## config.mk

```make
export PLATFORM = sky130hd
export DESIGN_NAME = temperature_alarm_monitor_unit
export DESIGN_NICKNAME = d
export VERILOG_FILES = /design/src/rtl/tam_pkg.sv /design/src/rtl/tam_list.sv /design/src/rtl/tam_buzz.sv /design/src/rtl/temperature_alarm_monitor_unit.sv
export SDC_FILE = /design/constraint.sdc
export NUM_CORES = 1
export LEC_CHECK = 0
export BUFFER_PORTS_ARGS = -buffer_cell sky130_fd_sc_hd__buf_2
export CORE_UTILIZATION = 61
export CTS_CLUSTER_DIAMETER = 120
export DETAILED_ROUTE_END_ITERATION = 6
export HOLD_SLACK_MARGIN = 0.1
export PLACE_DENSITY = 0.89
export SYNTH_ARGS = -nofsm -noshare
export SYNTH_HDL_FRONTEND = slang
export SYNTH_HIERARCHICAL = 1
export SYNTH_SLANG_ARGS = --single-unit
```

## constraint.sdc

```tcl
create_clock -name clk -period 11.72 [get_ports clk]
set_input_delay 1.172 -clock clk [delete_from_list [all_inputs] [get_ports clk]]
set_output_delay 1.172 -clock clk [all_outputs]
set_load 0.1 [all_outputs]
```

## src/rtl/tam_pkg.sv

```systemverilog
// Shared types and constants for the temperature alarm monitor.
// Holds the item and result payload structs, alarm codes and register indexes.
// No dependencies.
`default_nettype none

package tam_pkg;

  // Alarm codes as they appear in the result slots.
  localparam logic [2:0] CODE_NONE      = 3'd0;
  localparam logic [2:0] CODE_PIT_HIGH  = 3'd1;
  localparam logic [2:0] CODE_PIT_LOW   = 3'd2;
  localparam logic [2:0] CODE_PROBE_ONE = 3'd3;
  localparam logic [2:0] CODE_PROBE_TWO = 3'd4;

  // Item kinds.
  localparam logic KIND_SAMPLE = 1'b0;
  localparam logic KIND_ACK    = 1'b1;

  // Configuration register indexes.
  localparam logic [2:0] CFG_PROBE_ONE_TARGET = 3'd0;
  localparam logic [2:0] CFG_PROBE_TWO_TARGET = 3'd1;
  localparam logic [2:0] CFG_PIT_BAND         = 3'd2;
  localparam logic [2:0] CFG_ALARM_ENABLE     = 3'd3;
  localparam logic [2:0] CFG_BEEP_ON_MS       = 3'd4;
  localparam logic [2:0] CFG_BEEP_OFF_MS      = 3'd5;

  localparam int CFG_DATA_W = 16;

  // Reset values of the configuration registers.
  localparam logic [13:0] PIT_BAND_RESET = 14'd240;
  localparam logic [15:0] BEEP_MS_RESET  = 16'd500;

  // One input item.
  typedef struct packed {
    logic               kind;
    logic signed [15:0] pit_temp;
    logic signed [15:0] probe_one_temp;
    logic signed [15:0] probe_two_temp;
    logic signed [15:0] pit_setpoint;
    logic               pit_reached;
    logic [31:0]        now_ms;
  } item_t;

  // One result item.
  typedef struct packed {
    logic       buzzer_on;
    logic       alarming;
    logic [2:0] active_count;
    logic [2:0] slot_zero;
    logic [2:0] slot_one;
    logic [2:0] slot_two;
    logic [2:0] slot_three;
  } result_t;

  // Acknowledge flag and trigger latches.
  typedef struct packed {
    logic acked;
    logic pit_latch;
    logic probe_one_latch;
    logic probe_two_latch;
  } flags_t;

  // Settings the list logic needs.
  typedef struct packed {
    logic [14:0] probe_one_target;
    logic [14:0] probe_two_target;
    logic [13:0] pit_band;
    logic        alarm_enable;
  } list_cfg_t;

endpackage

`default_nettype wire

```

## src/rtl/tam_list.sv

```systemverilog
// Next-state logic of the active alarm list, latches and acknowledge flag.
// Evaluates one item against the current list in a single pass.
// Depends on tam_pkg.
`default_nettype none

module tam_list #(
  parameter int MAX_ALARMS = 4
) (
  input  tam_pkg::item_t                  item,
  input  tam_pkg::list_cfg_t              cfg,
  input  logic [MAX_ALARMS-1:0][2:0]      list_cur,
  input  logic [2:0]                      count_cur,
  input  tam_pkg::flags_t                 flags_cur,
  output logic [MAX_ALARMS-1:0][2:0]      list_next,
  output logic [2:0]                      count_next,
  output tam_pkg::flags_t                 flags_next
);

  typedef logic [MAX_ALARMS-1:0][2:0] list_t;

  localparam logic [2:0] MAX_COUNT = 3'(MAX_ALARMS);

  // True when the code sits in one of the occupied entries.
  function automatic logic listed(list_t lst, logic [2:0] cnt, logic [2:0] code);
    logic hit;
    hit = 1'b0;
    for (int k = 0; k < MAX_ALARMS; k++) begin
      if (3'(k) < cnt && lst[k] == code) hit = 1'b1;
    end
    return hit;
  endfunction

  // Writes the code into the first free entry.
  function automatic list_t appended(list_t lst, logic [2:0] cnt, logic [2:0] code);
    list_t r;
    r = lst;
    for (int k = 0; k < MAX_ALARMS; k++) begin
      if (3'(k) == cnt) r[k] = code;
    end
    return r;
  endfunction

  // Drops the code and closes the gap, keeping the order of the rest.
  function automatic list_t removed(list_t lst, logic [2:0] cnt, logic [2:0] code);
    logic [MAX_ALARMS:0][2:0] ext;
    list_t r;
    logic hit;
    ext = {tam_pkg::CODE_NONE, lst};
    r   = lst;
    hit = 1'b0;
    for (int k = 0; k < MAX_ALARMS; k++) begin
      if (3'(k) < cnt && lst[k] == code) hit = 1'b1;
      if (hit) r[k] = ext[k+1];
    end
    return r;
  endfunction

  // Band limits and probe comparisons, all in wide signed arithmetic.
  logic signed [17:0] pit_ext;
  logic signed [17:0] hi_lim;
  logic signed [17:0] lo_lim;
  logic               pit_check;
  logic               pit_out;
  logic               pit_above;
  logic               probe_one_hit;
  logic               probe_two_hit;

  always_comb begin
    pit_ext   = 18'(item.pit_temp);
    hi_lim    = 18'(item.pit_setpoint) + $signed({4'b0, cfg.pit_band});
    lo_lim    = 18'(item.pit_setpoint) - $signed({4'b0, cfg.pit_band});
    pit_check = item.pit_reached && item.pit_setpoint > 16'sd0 && item.pit_temp > 16'sd0;
    pit_above = pit_ext > hi_lim;
    pit_out   = pit_above || pit_ext < lo_lim;
    probe_one_hit = cfg.probe_one_target != 15'd0 && item.probe_one_temp > 16'sd0 &&
                    $signed({item.probe_one_temp[15], item.probe_one_temp}) >=
                    $signed({2'b0, cfg.probe_one_target});
    probe_two_hit = cfg.probe_two_target != 15'd0 && item.probe_two_temp > 16'sd0 &&
                    $signed({item.probe_two_temp[15], item.probe_two_temp}) >=
                    $signed({2'b0, cfg.probe_two_target});
  end

  // Apply the item: acknowledge, or pit then probe one then probe two.
  always_comb begin
    list_t           lst;
    logic [2:0]      cnt;
    tam_pkg::flags_t fl;
    logic [2:0]      code;
    lst  = list_cur;
    cnt  = count_cur;
    fl   = flags_cur;
    code = tam_pkg::CODE_NONE;
    if (item.kind == tam_pkg::KIND_ACK) begin
      // Latch every listed alarm so it does not refire, then empty the list.
      for (int k = 0; k < MAX_ALARMS; k++) begin
        if (3'(k) < cnt) begin
          case (lst[k])
            tam_pkg::CODE_PIT_HIGH, tam_pkg::CODE_PIT_LOW: fl.pit_latch = 1'b1;
            tam_pkg::CODE_PROBE_ONE: fl.probe_one_latch = 1'b1;
            tam_pkg::CODE_PROBE_TWO: fl.probe_two_latch = 1'b1;
            default: ;
          endcase
        end
      end
      lst      = '0;
      cnt      = 3'd0;
      fl.acked = 1'b1;
    end else if (cfg.alarm_enable) begin
      // Pit alarm: raise outside the band, clear both when back in band.
      if (pit_check) begin
        if (pit_out && !fl.pit_latch) begin
          code = pit_above ? tam_pkg::CODE_PIT_HIGH : tam_pkg::CODE_PIT_LOW;
          if (!listed(lst, cnt, code) && cnt < MAX_COUNT) begin
            lst      = appended(lst, cnt, code);
            cnt      = cnt + 3'd1;
            fl.acked = 1'b0;
          end
        end else if (!pit_out) begin
          if (listed(lst, cnt, tam_pkg::CODE_PIT_HIGH)) begin
            lst = removed(lst, cnt, tam_pkg::CODE_PIT_HIGH);
            cnt = cnt - 3'd1;
          end
          if (listed(lst, cnt, tam_pkg::CODE_PIT_LOW)) begin
            lst = removed(lst, cnt, tam_pkg::CODE_PIT_LOW);
            cnt = cnt - 3'd1;
          end
          fl.pit_latch = 1'b0;
        end
      end
      // Probe one done.
      if (probe_one_hit && !fl.probe_one_latch) begin
        if (!listed(lst, cnt, tam_pkg::CODE_PROBE_ONE) && cnt < MAX_COUNT) begin
          lst      = appended(lst, cnt, tam_pkg::CODE_PROBE_ONE);
          cnt      = cnt + 3'd1;
          fl.acked = 1'b0;
        end
        fl.probe_one_latch = 1'b1;
      end
      // Probe two done.
      if (probe_two_hit && !fl.probe_two_latch) begin
        if (!listed(lst, cnt, tam_pkg::CODE_PROBE_TWO) && cnt < MAX_COUNT) begin
          lst      = appended(lst, cnt, tam_pkg::CODE_PROBE_TWO);
          cnt      = cnt + 3'd1;
          fl.acked = 1'b0;
        end
        fl.probe_two_latch = 1'b1;
      end
    end
    list_next  = lst;
    count_next = cnt;
    flags_next = fl;
  end

endmodule

`default_nettype wire

```

## src/rtl/tam_buzz.sv

```systemverilog
// Buzzer blink timing for the temperature alarm monitor.
// Toggles the buzzer when the on or off time has elapsed while alarming.
// Does not depend on tam_pkg; the top level drives it.
`default_nettype none

module tam_buzz (
  input  logic        force_off,
  input  logic        alarming,
  input  logic        buzzer_cur,
  input  logic [31:0] last_cur,
  input  logic [31:0] now_ms,
  input  logic [15:0] beep_on_ms,
  input  logic [15:0] beep_off_ms,
  output logic        buzzer_next,
  output logic [31:0] last_next
);

  logic [31:0] elapsed;
  logic [31:0] limit;

  // Elapsed time wraps with the millisecond counter.
  assign elapsed = now_ms - last_cur;
  assign limit   = buzzer_cur ? {16'b0, beep_on_ms} : {16'b0, beep_off_ms};

  // Toggle on timeout; silence when not alarming or forced off.
  always_comb begin
    buzzer_next = buzzer_cur;
    last_next   = last_cur;
    if (force_off || !alarming) begin
      buzzer_next = 1'b0;
    end else if (elapsed >= limit) begin
      buzzer_next = !buzzer_cur;
      last_next   = now_ms;
    end
  end

endmodule

`default_nettype wire

```

## src/rtl/temperature_alarm_monitor_unit.sv

```systemverilog
// Temperature alarm monitor: the item stage, state registers and result register.
// Instantiates tam_list and tam_buzz; depends on tam_pkg.
//
// Usage: each item on the item channel is either a temperature sample or a user
// acknowledge (kind). Every accepted item yields exactly one result transfer
// carrying the buzzer drive, the alarming flag, the alarm count and the four
// list slots, oldest alarm first.
// Timing: the item is registered in the item register, and one pass of list and
// buzzer logic then loads the result register, which raises result_valid; a
// blocked result register holds the item in the item register. Throughput:
// one item per cycle while result_stall is low, since the list update is a single
// short pass over the MAX_ALARMS entries.
// Stalls: a result waits in the result register while result_stall is high;
// one more item can be held in the item register, after which item_stall rises.
// Reset: synchronous, clears the list, latches, buzzer and blink timer and loads the
// register defaults (band 240, enable on, 500 ms on and off). Configuration writes
// take effect at once; the user must make them only while idle; the block does not check this.
`default_nettype none

module temperature_alarm_monitor_unit #(
  parameter int MAX_ALARMS = 4
) (
  input  logic                                clk,
  input  logic                                rst,
  input  logic                                item_valid,
  output logic                                item_stall,
  input  tam_pkg::item_t                      item,
  output logic                                result_valid,
  input  logic                                result_stall,
  output tam_pkg::result_t                    result,
  input  logic                                cfg_wr_en,
  input  logic [2:0]                          cfg_index,
  input  logic [tam_pkg::CFG_DATA_W-1:0]      cfg_data
);

  // Configuration registers.
  tam_pkg::list_cfg_t cfg;
  logic [15:0]        beep_on_ms;
  logic [15:0]        beep_off_ms;

  // Item stage.
  logic           stage_valid;
  tam_pkg::item_t stage_item;
  logic           advance;
  logic           item_accept;

  // Alarm state.
  logic [MAX_ALARMS-1:0][2:0] alarm_list;
  logic [MAX_ALARMS-1:0][2:0] alarm_list_next;
  logic [2:0]                 alarm_count;
  logic [2:0]                 alarm_count_next;
  tam_pkg::flags_t            flags;
  tam_pkg::flags_t            flags_next;
  logic                       buzzer;
  logic                       buzzer_next;
  logic [31:0]                last_toggle_ms;
  logic [31:0]                last_toggle_ms_next;
  logic                       alarming_next;
  logic                       force_off;
  logic [3:0][2:0]            slot_v;

  // Handshake: the item stage moves whenever the result register is free or draining.
  assign advance     = stage_valid && (!result_valid || !result_stall);
  assign item_stall  = stage_valid && !advance;
  assign item_accept = item_valid && !item_stall;

  always_ff @(posedge clk) begin
    if (rst) begin
      stage_valid <= 1'b0;
    end else if (item_accept) begin
      stage_valid <= 1'b1;
    end else if (advance) begin
      stage_valid <= 1'b0;
    end
  end

  always_ff @(posedge clk) begin
    if (item_accept) begin
      stage_item <= item;
    end
  end

  // List, latch and acknowledge update.
  tam_list #(
    .MAX_ALARMS (MAX_ALARMS)
  ) u_list (
    .item       (stage_item),
    .cfg        (cfg),
    .list_cur   (alarm_list),
    .count_cur  (alarm_count),
    .flags_cur  (flags),
    .list_next  (alarm_list_next),
    .count_next (alarm_count_next),
    .flags_next (flags_next)
  );

  assign alarming_next = alarm_count_next != 3'd0 && !flags_next.acked;
  assign force_off     = stage_item.kind == tam_pkg::KIND_ACK || !cfg.alarm_enable;

  // Buzzer blink timing.
  tam_buzz u_buzz (
    .force_off   (force_off),
    .alarming    (alarming_next),
    .buzzer_cur  (buzzer),
    .last_cur    (last_toggle_ms),
    .now_ms      (stage_item.now_ms),
    .beep_on_ms  (beep_on_ms),
    .beep_off_ms (beep_off_ms),
    .buzzer_next (buzzer_next),
    .last_next   (last_toggle_ms_next)
  );

  // State registers; configuration side effects apply only when the item stage does not advance.
  always_ff @(posedge clk) begin
    if (rst) begin
      alarm_list     <= '0;
      alarm_count    <= 3'd0;
      flags          <= '0;
      buzzer         <= 1'b0;
      last_toggle_ms <= 32'd0;
    end else if (advance) begin
      alarm_list     <= alarm_list_next;
      alarm_count    <= alarm_count_next;
      flags          <= flags_next;
      buzzer         <= buzzer_next;
      last_toggle_ms <= last_toggle_ms_next;
    end else if (cfg_wr_en) begin
      unique case (cfg_index)
        tam_pkg::CFG_PROBE_ONE_TARGET: flags.probe_one_latch <= 1'b0;
        tam_pkg::CFG_PROBE_TWO_TARGET: flags.probe_two_latch <= 1'b0;
        tam_pkg::CFG_ALARM_ENABLE: begin
          if (!cfg_data[0]) buzzer <= 1'b0;
        end
        default: ;
      endcase
    end
  end

  // Configuration register writes.
  always_ff @(posedge clk) begin
    if (rst) begin
      cfg.probe_one_target <= 15'd0;
      cfg.probe_two_target <= 15'd0;
      cfg.pit_band         <= tam_pkg::PIT_BAND_RESET;
      cfg.alarm_enable     <= 1'b1;
      beep_on_ms           <= tam_pkg::BEEP_MS_RESET;
      beep_off_ms          <= tam_pkg::BEEP_MS_RESET;
    end else if (cfg_wr_en) begin
      unique case (cfg_index)
        tam_pkg::CFG_PROBE_ONE_TARGET: cfg.probe_one_target <= cfg_data[14:0];
        tam_pkg::CFG_PROBE_TWO_TARGET: cfg.probe_two_target <= cfg_data[14:0];
        tam_pkg::CFG_PIT_BAND: begin
          if (cfg_data[13:0] != 14'd0) cfg.pit_band <= cfg_data[13:0];
        end
        tam_pkg::CFG_ALARM_ENABLE: cfg.alarm_enable <= cfg_data[0];
        tam_pkg::CFG_BEEP_ON_MS:   beep_on_ms       <= cfg_data[15:0];
        tam_pkg::CFG_BEEP_OFF_MS:  beep_off_ms      <= cfg_data[15:0];
        default: ;
      endcase
    end
  end

  // Slots past the configured depth or the count read as none.
  always_comb begin
    slot_v = '0;
    for (int k = 0; k < MAX_ALARMS; k++) begin
      if (3'(k) < alarm_count_next) slot_v[k] = alarm_list_next[k];
    end
  end

  // Result register.
  always_ff @(posedge clk) begin
    if (rst) begin
      result_valid <= 1'b0;
    end else if (advance) begin
      result_valid <= 1'b1;
    end else if (!result_stall) begin
      result_valid <= 1'b0;
    end
  end

  always_ff @(posedge clk) begin
    if (advance) begin
      result.buzzer_on    <= buzzer_next;
      result.alarming     <= alarming_next;
      result.active_count <= alarm_count_next;
      result.slot_zero    <= slot_v[0];
      result.slot_one     <= slot_v[1];
      result.slot_two     <= slot_v[2];
      result.slot_three   <= slot_v[3];
    end
  end

  // The buzzer only sounds while an unacknowledged alarm is listed.
  a_buzzer_needs_alarm: assert property (@(posedge clk) disable iff (rst)
    buzzer |-> (alarm_count != 3'd0 && !flags.acked))
    else $error("buzzer on without an active alarm");

  // The list never grows past its depth.
  a_count_bounded: assert property (@(posedge clk) disable iff (rst)
    alarm_count <= 3'(MAX_ALARMS))
    else $error("alarm count exceeds list depth");

  // An empty list reports no alarm in the oldest slot and no alarming flag.
  a_empty_result: assert property (@(posedge clk) disable iff (rst)
    (result_valid && result.active_count == 3'd0) |->
      (result.slot_zero == tam_pkg::CODE_NONE && !result.alarming))
    else $error("empty list reported with an alarm");

  // A held item and a blocked result register must stall the item channel.
  a_stall_when_full: assert property (@(posedge clk) disable iff (rst)
    (stage_valid && result_valid && result_stall) |-> item_stall)
    else $error("item accepted with no room");

  // A result transfer with nothing behind it empties the result register.
  a_result_drains: assert property (@(posedge clk) disable iff (rst)
    (result_valid && !result_stall && !stage_valid) |=> !result_valid)
    else $error("result repeated");

endmodule

`default_nettype wire
```

* Word-level counts from Yosys, hierarchy flattened
Index checks and enable logic that the tools add are counted.
** Word-level totals
- Flip-flop bits (word level) :: 246
- Input port bits :: 122
- Output and inout bits :: 19
- Logic and storage cells :: 412
** Cells by class
- Add/subtract/negate cells :: 8
- Order comparisons :: 32
- Eq/ne operators :: 53
- Muxes and demuxes :: 201
- Bitwise logic cells :: 1
- Reductions and logical operators :: 84
** Operators by type and width (count)
- $mux W12 :: 21
- $mux W3 :: 45
- $mux W1 :: 128
- $gt A16 B1 Y1 const B :: 4
- $eq A3 B2 Y1 const B :: 18
- $logic_and A1 B1 Y1 :: 36
- $ge A16 B16 Y1 :: 2
- $ge A32 B32 Y1 :: 1
- $sub A32 B32 Y32 :: 1
- $eq A3 B3 Y1 const B :: 10
- $lt A1 B3 Y1 const A :: 10
- $lt A2 B3 Y1 const A :: 10
- $reduce_bool A15 Y1 :: 2
- $eq A2 B3 Y1 const A :: 6
- $add A16 B15 Y17 :: 1
- $gt A16 B17 Y1 :: 1
- $lt A16 B17 Y1 :: 1
- $sub A16 B15 Y17 :: 1
- $mux W16 :: 1
- $eq A3 B1 Y1 const B :: 5
- $logic_not A1 Y1 :: 14
- $reduce_bool A14 Y1 :: 1
- $reduce_bool A2 Y1 :: 7
- $eq A3 B3 Y1 :: 4
- other kinds (19) :: 49

* Depth between registers and ports, before layout
Gate-level depths: netlist (run 1).
- Word-level depth :: 126
- Depth in mapped cells :: 46
- Mapped depth without buffers :: 43

* Modules after synthesis
Netlist (run 1), hierarchy kept.
** Modules (own cells, without submodules)
- temperature_alarm_monitor_unit :: instances 1, cells an instance 722, area each 8265.4 µm², sequential area each 6075.8 µm²
- tam_list :: instances 1, cells an instance 753, area each 5266.3 µm², sequential area each 0.0 µm²
- tam_buzz :: instances 1, cells an instance 399, area each 3086.7 µm², sequential area each 0.0 µm²

* Least setup slack after synthesis (run 1)
Ideal clock, no wire load.
- Kind :: register -> register
- Start point :: register stage_item[34] in the netlist's numbering
- End point :: register last_toggle_ms[10]
- Library setup time :: 0.132 ns
- Arrival :: 8.543 ns
- Required time :: 11.588 ns
- Path slack :: 3.045 ns
- Stages on the path, launching flop included :: 44
- Buffers on the path :: 3
- Period minus slack after synthesis :: 8.675 ns
- Cells stage by stage :: edfxtp_1 -> inv_1 -> fa_1 -> o21ba_2 -> o21ai_0 -> a21oi_1 -> o21ai_0 -> a21oi_1 -> o21ai_0 -> a21oi_1 -> o21ai_0 -> a21oi_1 -> o21ai_0 -> a21oi_1 -> nor2_1 -> nor2_1 -> xnor2_1 -> ha_1 -> [8 not listed] -> clkinv_1 -> ha_1 -> nand2b_1 -> or3_1 -> a211oi_1 -> mux2i_1 -> o31ai_4 -> buf_6 -> a211oi_1 -> a311oi_1 -> nor3_1 -> nor2_1 -> nor2b_1 -> o31ai_4 -> buf_8 -> mux2_4 -> nand2_1 -> a21oi_1
** On the way
- Word-level cells in the longest chain between the ends :: 56
- Elaborated cells on any way between the ends :: 126
- Classes of those cells :: 4 x add/sub; 13 x order compare; 15 x eq/ne; 64 x mux; 1 x bitwise; 29 x reduce/logical
** Ends and longest elaborated chain
- start: declaration :: RTL line temperature_alarm_monitor_unit.sv:43 : tam_pkg::item_t stage_item;
- start signal: assignment :: RTL line temperature_alarm_monitor_unit.sv:79 : stage_item <= item;
- $add A16 B15 Y17 :: RTL line tam_list.sv:70 : hi_lim = 18'(item.pit_setpoint) + $signed({4'b0, cfg.pit_band});
- $gt A16 B17 Y1 :: RTL line tam_list.sv:73 : pit_above = pit_ext > hi_lim;
- $mux W2 :: RTL line tam_list.sv:112 : code = pit_above ? tam_pkg::CODE_PIT_HIGH : tam_pkg::CODE_PIT_LOW;
- $eq A3 B3 Y1 :: RTL line tam_list.sv:28 : if (3'(k) < cnt && lst[k] == code) hit = 1'b1;
- $logic_and A1 B1 Y1 :: RTL line tam_list.sv:28
- $mux W1 (4 in series) :: RTL line tam_list.sv:28
- $mux W1 :: RTL line tam_list.sv:111 : if (pit_out && !fl.pit_latch) begin
- $mux W1 :: RTL line tam_list.sv:110 : if (pit_check) begin
- [39 not listed]
- named net alarm_count_next[1] :: RTL line temperature_alarm_monitor_unit.sv:51 : logic [2:0] alarm_count_next;
- $reduce_bool A3 Y1 * :: RTL line temperature_alarm_monitor_unit.sv:97 : assign alarming_next = alarm_count_next != 3'd0 && !flags_next.acked;
- $logic_and A1 B1 Y1 * :: RTL line temperature_alarm_monitor_unit.sv:97
- named net alarming_next :: RTL line temperature_alarm_monitor_unit.sv:58 : logic alarming_next;
- $logic_not A1 Y1 * :: RTL line tam_buzz.sv:29 : if (force_off || !alarming) begin
- $logic_or A1 B1 Y1 * :: RTL line tam_buzz.sv:29
- $not A1 Y1 (no source line) *
- $reduce_and A3 Y1 (no source line) *
- end signal: assignment :: RTL line temperature_alarm_monitor_unit.sv:126 : last_toggle_ms <= last_toggle_ms_next;
- end: declaration :: RTL line temperature_alarm_monitor_unit.sv:56 : logic [31:0] last_toggle_ms;
Mark *: on every way through the listed nets, which the timed path passes. The rest lies on a longest branch. The select of a mux whose other input is x is not followed.
A chain may end at the register's enable or synchronous reset.

* Worst setup path in the final report (run 1)
- Start point :: register stage_item[33] in the netlist's numbering
- End point :: register last_toggle_ms[31]
Same word-level chain as after synthesis.

==> results of run 1 <==
logic make-up (layout without fill, tap and decap cells):
kind of cell	count (synthesis)	in the layout	share of synthesized area (%)
multiplexers	59	59	4.48
other	0	1	0
buffers and inverters	219	335	5.39
XOR/XNOR	52	52	2.74
AO/OA/AOI/OAI	514	514	20.6
flip-flops	246	246	36.6
adder cells (fa/ha/maj)	153	153	11.7
AND/OR/NAND/NOR	631	631	18.6
registers in the layout (all words and copies together) (netlist names):
register,count
stage_item,98
cfg,45
last_toggle_ms,32
result,17
beep_off_ms,16
beep_on_ms,16
alarm_list,12
flags,4
alarm_count,3
buzzer,1
result_valid,1
stage_valid,1
layer usage:
layer  vias to the layer above  part of all wire, %
li1                       6990                    -
met1                      6969                   41
met2                       685                   47
met3                       153                  7.2
met4                         0                  4.3
met5                         -                    0
path summary, 6_finish.rpt:
kind / endpoint / slack [ps] / from / cells after the start
max: last_toggle_ms[31]$_SDFFE_PP0P_ / 1200 / stage_item[33]$_DFFE_PP_ / 45
min: beep_on_ms[3]$_SDFFE_PP0P_ / 450 / beep_on_ms[3]$_SDFFE_PP0P_ / 2
max reg2reg: last_toggle_ms[31]$_SDFFE_PP0P_ / 1200 / stage_item[33]$_DFFE_PP_ / 45
min reg2reg: beep_on_ms[3]$_SDFFE_PP0P_ / 450 / beep_on_ms[3]$_SDFFE_PP0P_ / 2
metrics by stage:
stage	util (%)	setup slack, ps	instances	instance area, um^2	hold slack [ps]
finish	68.5	1200	2332	18300	455
global route	68.5	398	2332	18300	470
CTS	68.5	1470	2331	18300	455
detailed placement	65.1	1520	2281	17500	446
global placement	65.1	1890	2281	17500	442
floorplan	-	3040	1874	16600	433
cells in the mapped netlist, drive strengths merged, types with 7 or more instances:
cell type and number:
or3 8, a31oi 16, o21a 9, clkbuf 67, nor2 63, nand2 309, dfxtp 131, nor2b 24
a21boi 10, o21bai 8, nand2b 30, inv 133, a21o 37, nand4 24, xnor2 39, mux2 36
edfxtp 115, a211oi 24, buf 18, nor3b 7, a211o 8, nor3 35, mux2i 23, and2 11
nor4 29, o31ai 7, xor2 13, ha 150, a21oi 202, o21ai 89, nand3 36, a311oi 8
o211ai 11, and3 16, nand3b 12
worst min-delay path, stage by stage (launching register included):
cell	delay [ps]
dfxtp_1	310
nand2_1	50
a21oi_1	50
layout make-up:
cell class	instances	area, um^2
Sequential cell	246	6080
Clock buffer	33	739
Fill cell	2017	8450
Clock inverter	17	154
Multi-Input combinational cell	1409	9660
Timing Repair Buffer	151	786
Antenna cell	1	2.50
Inverter	134	503
Tap cell	341	427
where the power goes:
group	switching (mW)	internal [mW]	total (mW)
clock	0.367	0.480	0.846
sequential	0.0277	0.935	0.963
combinational	0.250	0.151	0.400
total	0.644	1.57	2.21
==> out/qor.yml, run 1 <==
finalHoldViolations: 0
drt-wirelength-per-cell_um: 19.2
drv_cap: 0
die_x_um: 167
critPathMaxFanout: 26
antenna_found_initial: 1
max_slew_margin_pct: 26.8
row_count: 60
syn_avg_cell_area_um2: 8.87
final_nets: 2244
worst_path_most_repeated_cell: "a21oi_1"
dr.first_iter.drc_count: 1376
async_reset_ff_share_pct: 0
status: "finished, final reports clean"
cts_tree: "done"
grt_use_met2_pct: 52.4
ys_seq_area_share_pct: 36.6
drc: 0
fin_setup_tns_ps: 0
cts_max_level: 1
syn_area_um2: 16600
synthCells: 1874
clock_sink_count: 246
leakagePower_nw: 7.09
ys_seq_elements: 246
clk_pin_slew_worst_paths_ps: 70
drt-pass1-iter-count: 7
endpoint_kind: "flip-flop"
fin_crit_ps: 10520
timing_worst_setup_path_type: "flip-flop to flip-flop"
grt-ovfl-total: 0
finalMaxSlewViolations: 0
hold_class: "flip-flop to flip-flop"
core_region_area_um2: 26800
cp.required_ps: 12140
arrival_ps: 10950
numCtsBuffers: 27
grtUsageTotal_pct: 31.2
die_area_um2: 27900
routed_wl_um: 44700
critPathBufInv: 5
fin_worst_skew_ps: 13.3
ios: 141
critPathMaxStageDelay_ps: 560
cts_root_buffer: "clkbuf_16"
viasPerCell: 6.35
gp_congestion: 1.00
powerDensity_nw_per_um2: 120
crit_slowest_cell: "buf_4"
power_mw: 2.21
synth_edf_count: 115
yosys_warnings: 6
synth_top_area_share_pct: 20.8
start_util_pct: 62.0
timing.final.crit_share_pct: 89.8
synth_top_area_cell: "edfxtp_1"
rsz0062_at_grt: "false"
startpoint_type: "flip-flop"
setup_viol: 0
grt_max_degree: 77
ctsResizeCount: 0
use_met1_pct: 39.5
dieHeight_um: 167
ant_nets: 0
drive_gt1_share_pct: 14.4
clkLatencyLatePin_ps: 560
grt-busiest-layer: "met2"
ir_worst_vdd_mv: 0.132
io_buffers: 140
cts_hold_buf: 0
ys_types: 106
grt_first_pass_wirelength_um: 71100
syn_nets: 2149
ys.flop_type: "dfxtp_1"
vias: 14797
cts_setup_buffers: 0
final_common_cell: "nand2_1"
fmax_mhz: 95.0
worst_slew_pin_slew_ps: 1090
dp_hpwl_um: 32600
grt_pass1_vias: 14108
grt_util_met3_pct: 4.63
path_delay_family: "compound AO/OA/AOI/OAI gates"
final_cell_mix: "nand2_1, a21oi_1, ha_1"
synthTopCellsByArea: "edfxtp_1, dfxtp_1, ha_1"
area_delta_synth_final_pct: 10.4
clockBufferDepth: 3
Note: power is estimated with default switching activity, not from simulation.
==> run 2, diff against run 1 <==
--- a/config.mk
+++ b/config.mk
@@ -5,12 +5,15 @@
 export SDC_FILE = /design/constraint.sdc
 export NUM_CORES = 1
 export LEC_CHECK = 0
+export ABC_AREA = 1
 export BUFFER_PORTS_ARGS = -buffer_cell sky130_fd_sc_hd__buf_2
+export CORE_MARGIN = 1
 export CORE_UTILIZATION = 61
 export CTS_CLUSTER_DIAMETER = 120
 export DETAILED_ROUTE_END_ITERATION = 6
 export HOLD_SLACK_MARGIN = 0.1
 export PLACE_DENSITY = 0.89
+export RECOVER_POWER = 25
 export SYNTH_ARGS = -nofsm -noshare
 export SYNTH_HDL_FRONTEND = slang
 export SYNTH_HIERARCHICAL = 1
==> run 2 against run 1 <==
  * Total power increased by 15%
  * Utilization increased by 0.24 points
  * Global-route usage increased by 1.3 points
  * Critical endpoint is now last_toggle_ms[22]$_SDFFE_PP0P_
  * Largest cell class unchanged
  * Clock-buffer cell count increased by 9
  * Non-clock buffer count decreased by 4
==> out/qor.yml, run 2 <==
die_x_um: 170
fmax_mhz: 99.0
drt-wirelength-per-cell_um: 16.2
drt-pass1-iter-count: 7
antenna_cells: 0
critPathMaxFanout: 32
drc: 0
start_util_pct: 61.9
cts_root_buffer: "clkbuf_16"
drive_gt1_share_pct: 10.9
timing.final.crit_share_pct: 86.2
synth_top_area_share_pct: 20.1
clock_sink_count: 246
ys_types: 59
setup_viol: 0
worst_path_most_repeated_cell: "nand2_1"
io_buffers: 140
finalHoldViolations: 0
async_reset_ff_share_pct: 0
fin_setup_tns_ps: 0
synth_common_cells: "nand2_1, inv_1, nor2_1"
ctsResizeCount: 0
cts_setup_buffers: 0
grtUsageTotal_pct: 32.5
ys.flop_type: "dfxtp_1"
routed_wl_um: 46900
ant_nets: 0
top_register: "stage_item"
syn_nets: 2648
core_region_area_um2: 27700
row_count: 61
clkLatencyLatePin_ps: 580
synthCells: 2373
fin_worst_skew_ps: 47.0
endpoint_kind: "flip-flop"
vias: 16374
layout.cells.non_filler: 2889
antenna_found_initial: 0
rsz0062_at_grt: "false"
largestRegisters: "stage_item (98), cfg (45), last_toggle_ms (32)"
largest_reg_flops: 98
numCtsBuffers: 28
leakagePower_nw: 9.24
synth_edf_count: 115
gp_congestion: 1.04
powerDensity_nw_per_um2: 134
final_nets: 2764
dr.first_iter.drc_count: 1773
die_area_um2: 28800
syn_area_um2: 17100
synth.most_common_cell: "nand2_1"
dieHeight_um: 170
arrival_ps: 10560
dp_hpwl_um: 34700
final_common_cell: "nand2_1"
drv_cap: 0
cts_hold_buf: 0
max_slew_margin_pct: 21.7
grt_first_pass_wirelength_um: 75500
cts_max_level: 1
clk_pin_slew_worst_paths_ps: 60
clockBufferDepth: 3
startpoint_type: "flip-flop"
worst_slew_pin_slew_ps: 1170
synthTopCellsByArea: "edfxtp_1, dfxtp_1, nand2_1"
fin_crit_ps: 10100
final_cell_mix: "nand2_1, inv_1, nor2_1"
synth_top_area_cell: "edfxtp_1"
cp.required_ps: 12180
viasPerCell: 5.67
area_delta_synth_final_pct: 11.0
status: "finished, final reports clean"
placedCellCount: 2837
ir_worst_vdd_mv: 0.129
critPathMaxStageDelay_ps: 600
ios: 141
finalMaxSlewViolations: 0
grt_pass1_vias: 15534
grt-ovfl-total: 0
hold_class: "flip-flop to flip-flop"
yosys_warnings: 6
cts_tree: "done"
fillers: 2279
crit_slowest_cell: "nor2_1"
ys_seq_area_share_pct: 35.4
grt_max_degree: 130
syn_avg_cell_area_um2: 7.22
timing_worst_setup_path_type: "flip-flop to flip-flop"
ys_seq_elements: 246
## run 2: layer usage
| metal | wire (um) | GRT usage (%) | part of all wire, % |
|---|---|---|---|
| met1 | 18800 | 39.7 | 40 |
| met2 | 21700 | 54.9 | 46 |
| met3 | 3950 | 6.30 | 8.4 |
| met4 | 2390 | 15.9 | 5.1 |
| met5 | 0 | 0 | 0 |
## run 2: cell type report
| class | instances | area [um^2] | area share, % |
|---|---|---|---|
| multi-input combinational | 1721 | 9450 | 49.6 |
| sequential | 246 | 6080 | 31.9 |
| timing repair buffer | 147 | 753 | 3.96 |
| tap | 378 | 473 | 2.48 |
| inverter | 345 | 1300 | 6.82 |
| clock buffer | 42 | 867 | 4.56 |
| clock inverter | 10 | 118 | 0.618 |
## run 2: path summary, 6_finish.rpt
kind	end	slack, ps	cells past startpoint	from
worst min register to register	beep_off_ms[4]$_SDFFE_PP1P_	480	2	beep_off_ms[4]$_SDFFE_PP1P_
worst max register to register	last_toggle_ms[22]$_SDFFE_PP0P_	1620	54	stage_item[34]$_DFFE_PP_
worst max-delay path	last_toggle_ms[22]$_SDFFE_PP0P_	1620	54	stage_item[34]$_DFFE_PP_
worst min-delay path	beep_off_ms[4]$_SDFFE_PP1P_	480	2	beep_off_ms[4]$_SDFFE_PP1P_
## run 2: logic make-up (layout without fill, tap and decap cells)
| logic type | after synthesis | after routing | synth area share, % |
|---|---|---|---|
| flip-flops | 246 | 246 | 35.4 |
| multiplexers | 15 | 15 | 0.876 |
| buffers and inverters | 406 | 544 | 9.46 |
| AO/OA/AOI/OAI | 366 | 366 | 11.7 |
| AND/OR/NAND/NOR | 1143 | 1143 | 29.0 |
| XOR/XNOR | 44 | 44 | 2.25 |
| adder cells (fa/ha/maj) | 153 | 153 | 11.3 |
## run 2: critical path, delay by kind of cell, from the launching register on
family | cells | cell delay [ps]
XOR/XNOR | 1 | 160
adder cells (fa/ha/maj) | 2 | 630
AO/OA/AOI/OAI | 15 | 3090
flip-flops | 1 | 480
buffers and inverters | 3 | 760
AND/OR/NAND/NOR | 33 | 4840
## run 2: where the power goes
group,internal [mW],total (mW),leakage (nW),switching (mW)
logic,0.218,0.646,6.56,0.428
clock network,0.539,0.905,0.489,0.366
registers,0.950,0.996,2.19,0.0458
## run 2: stage by stage
step | utilization, % | hold slack (ps) | total power [mW] | cell area (um^2) | worst slack (ps)
2_1_floorplan | - | 436 | 1.47 | 17100 | 4360
3_3_place_gp | 65.1 | 451 | 1.62 | 18000 | 2450
3_5_place_dp | 65.1 | 460 | 1.64 | 18000 | 1960
4_1_cts | 68.7 | 476 | 2.54 | 19000 | 1880
5_1_grt | 68.7 | 499 | 2.67 | 19000 | 733
6_report | 68.7 | 475 | 2.55 | 19000 | 1620
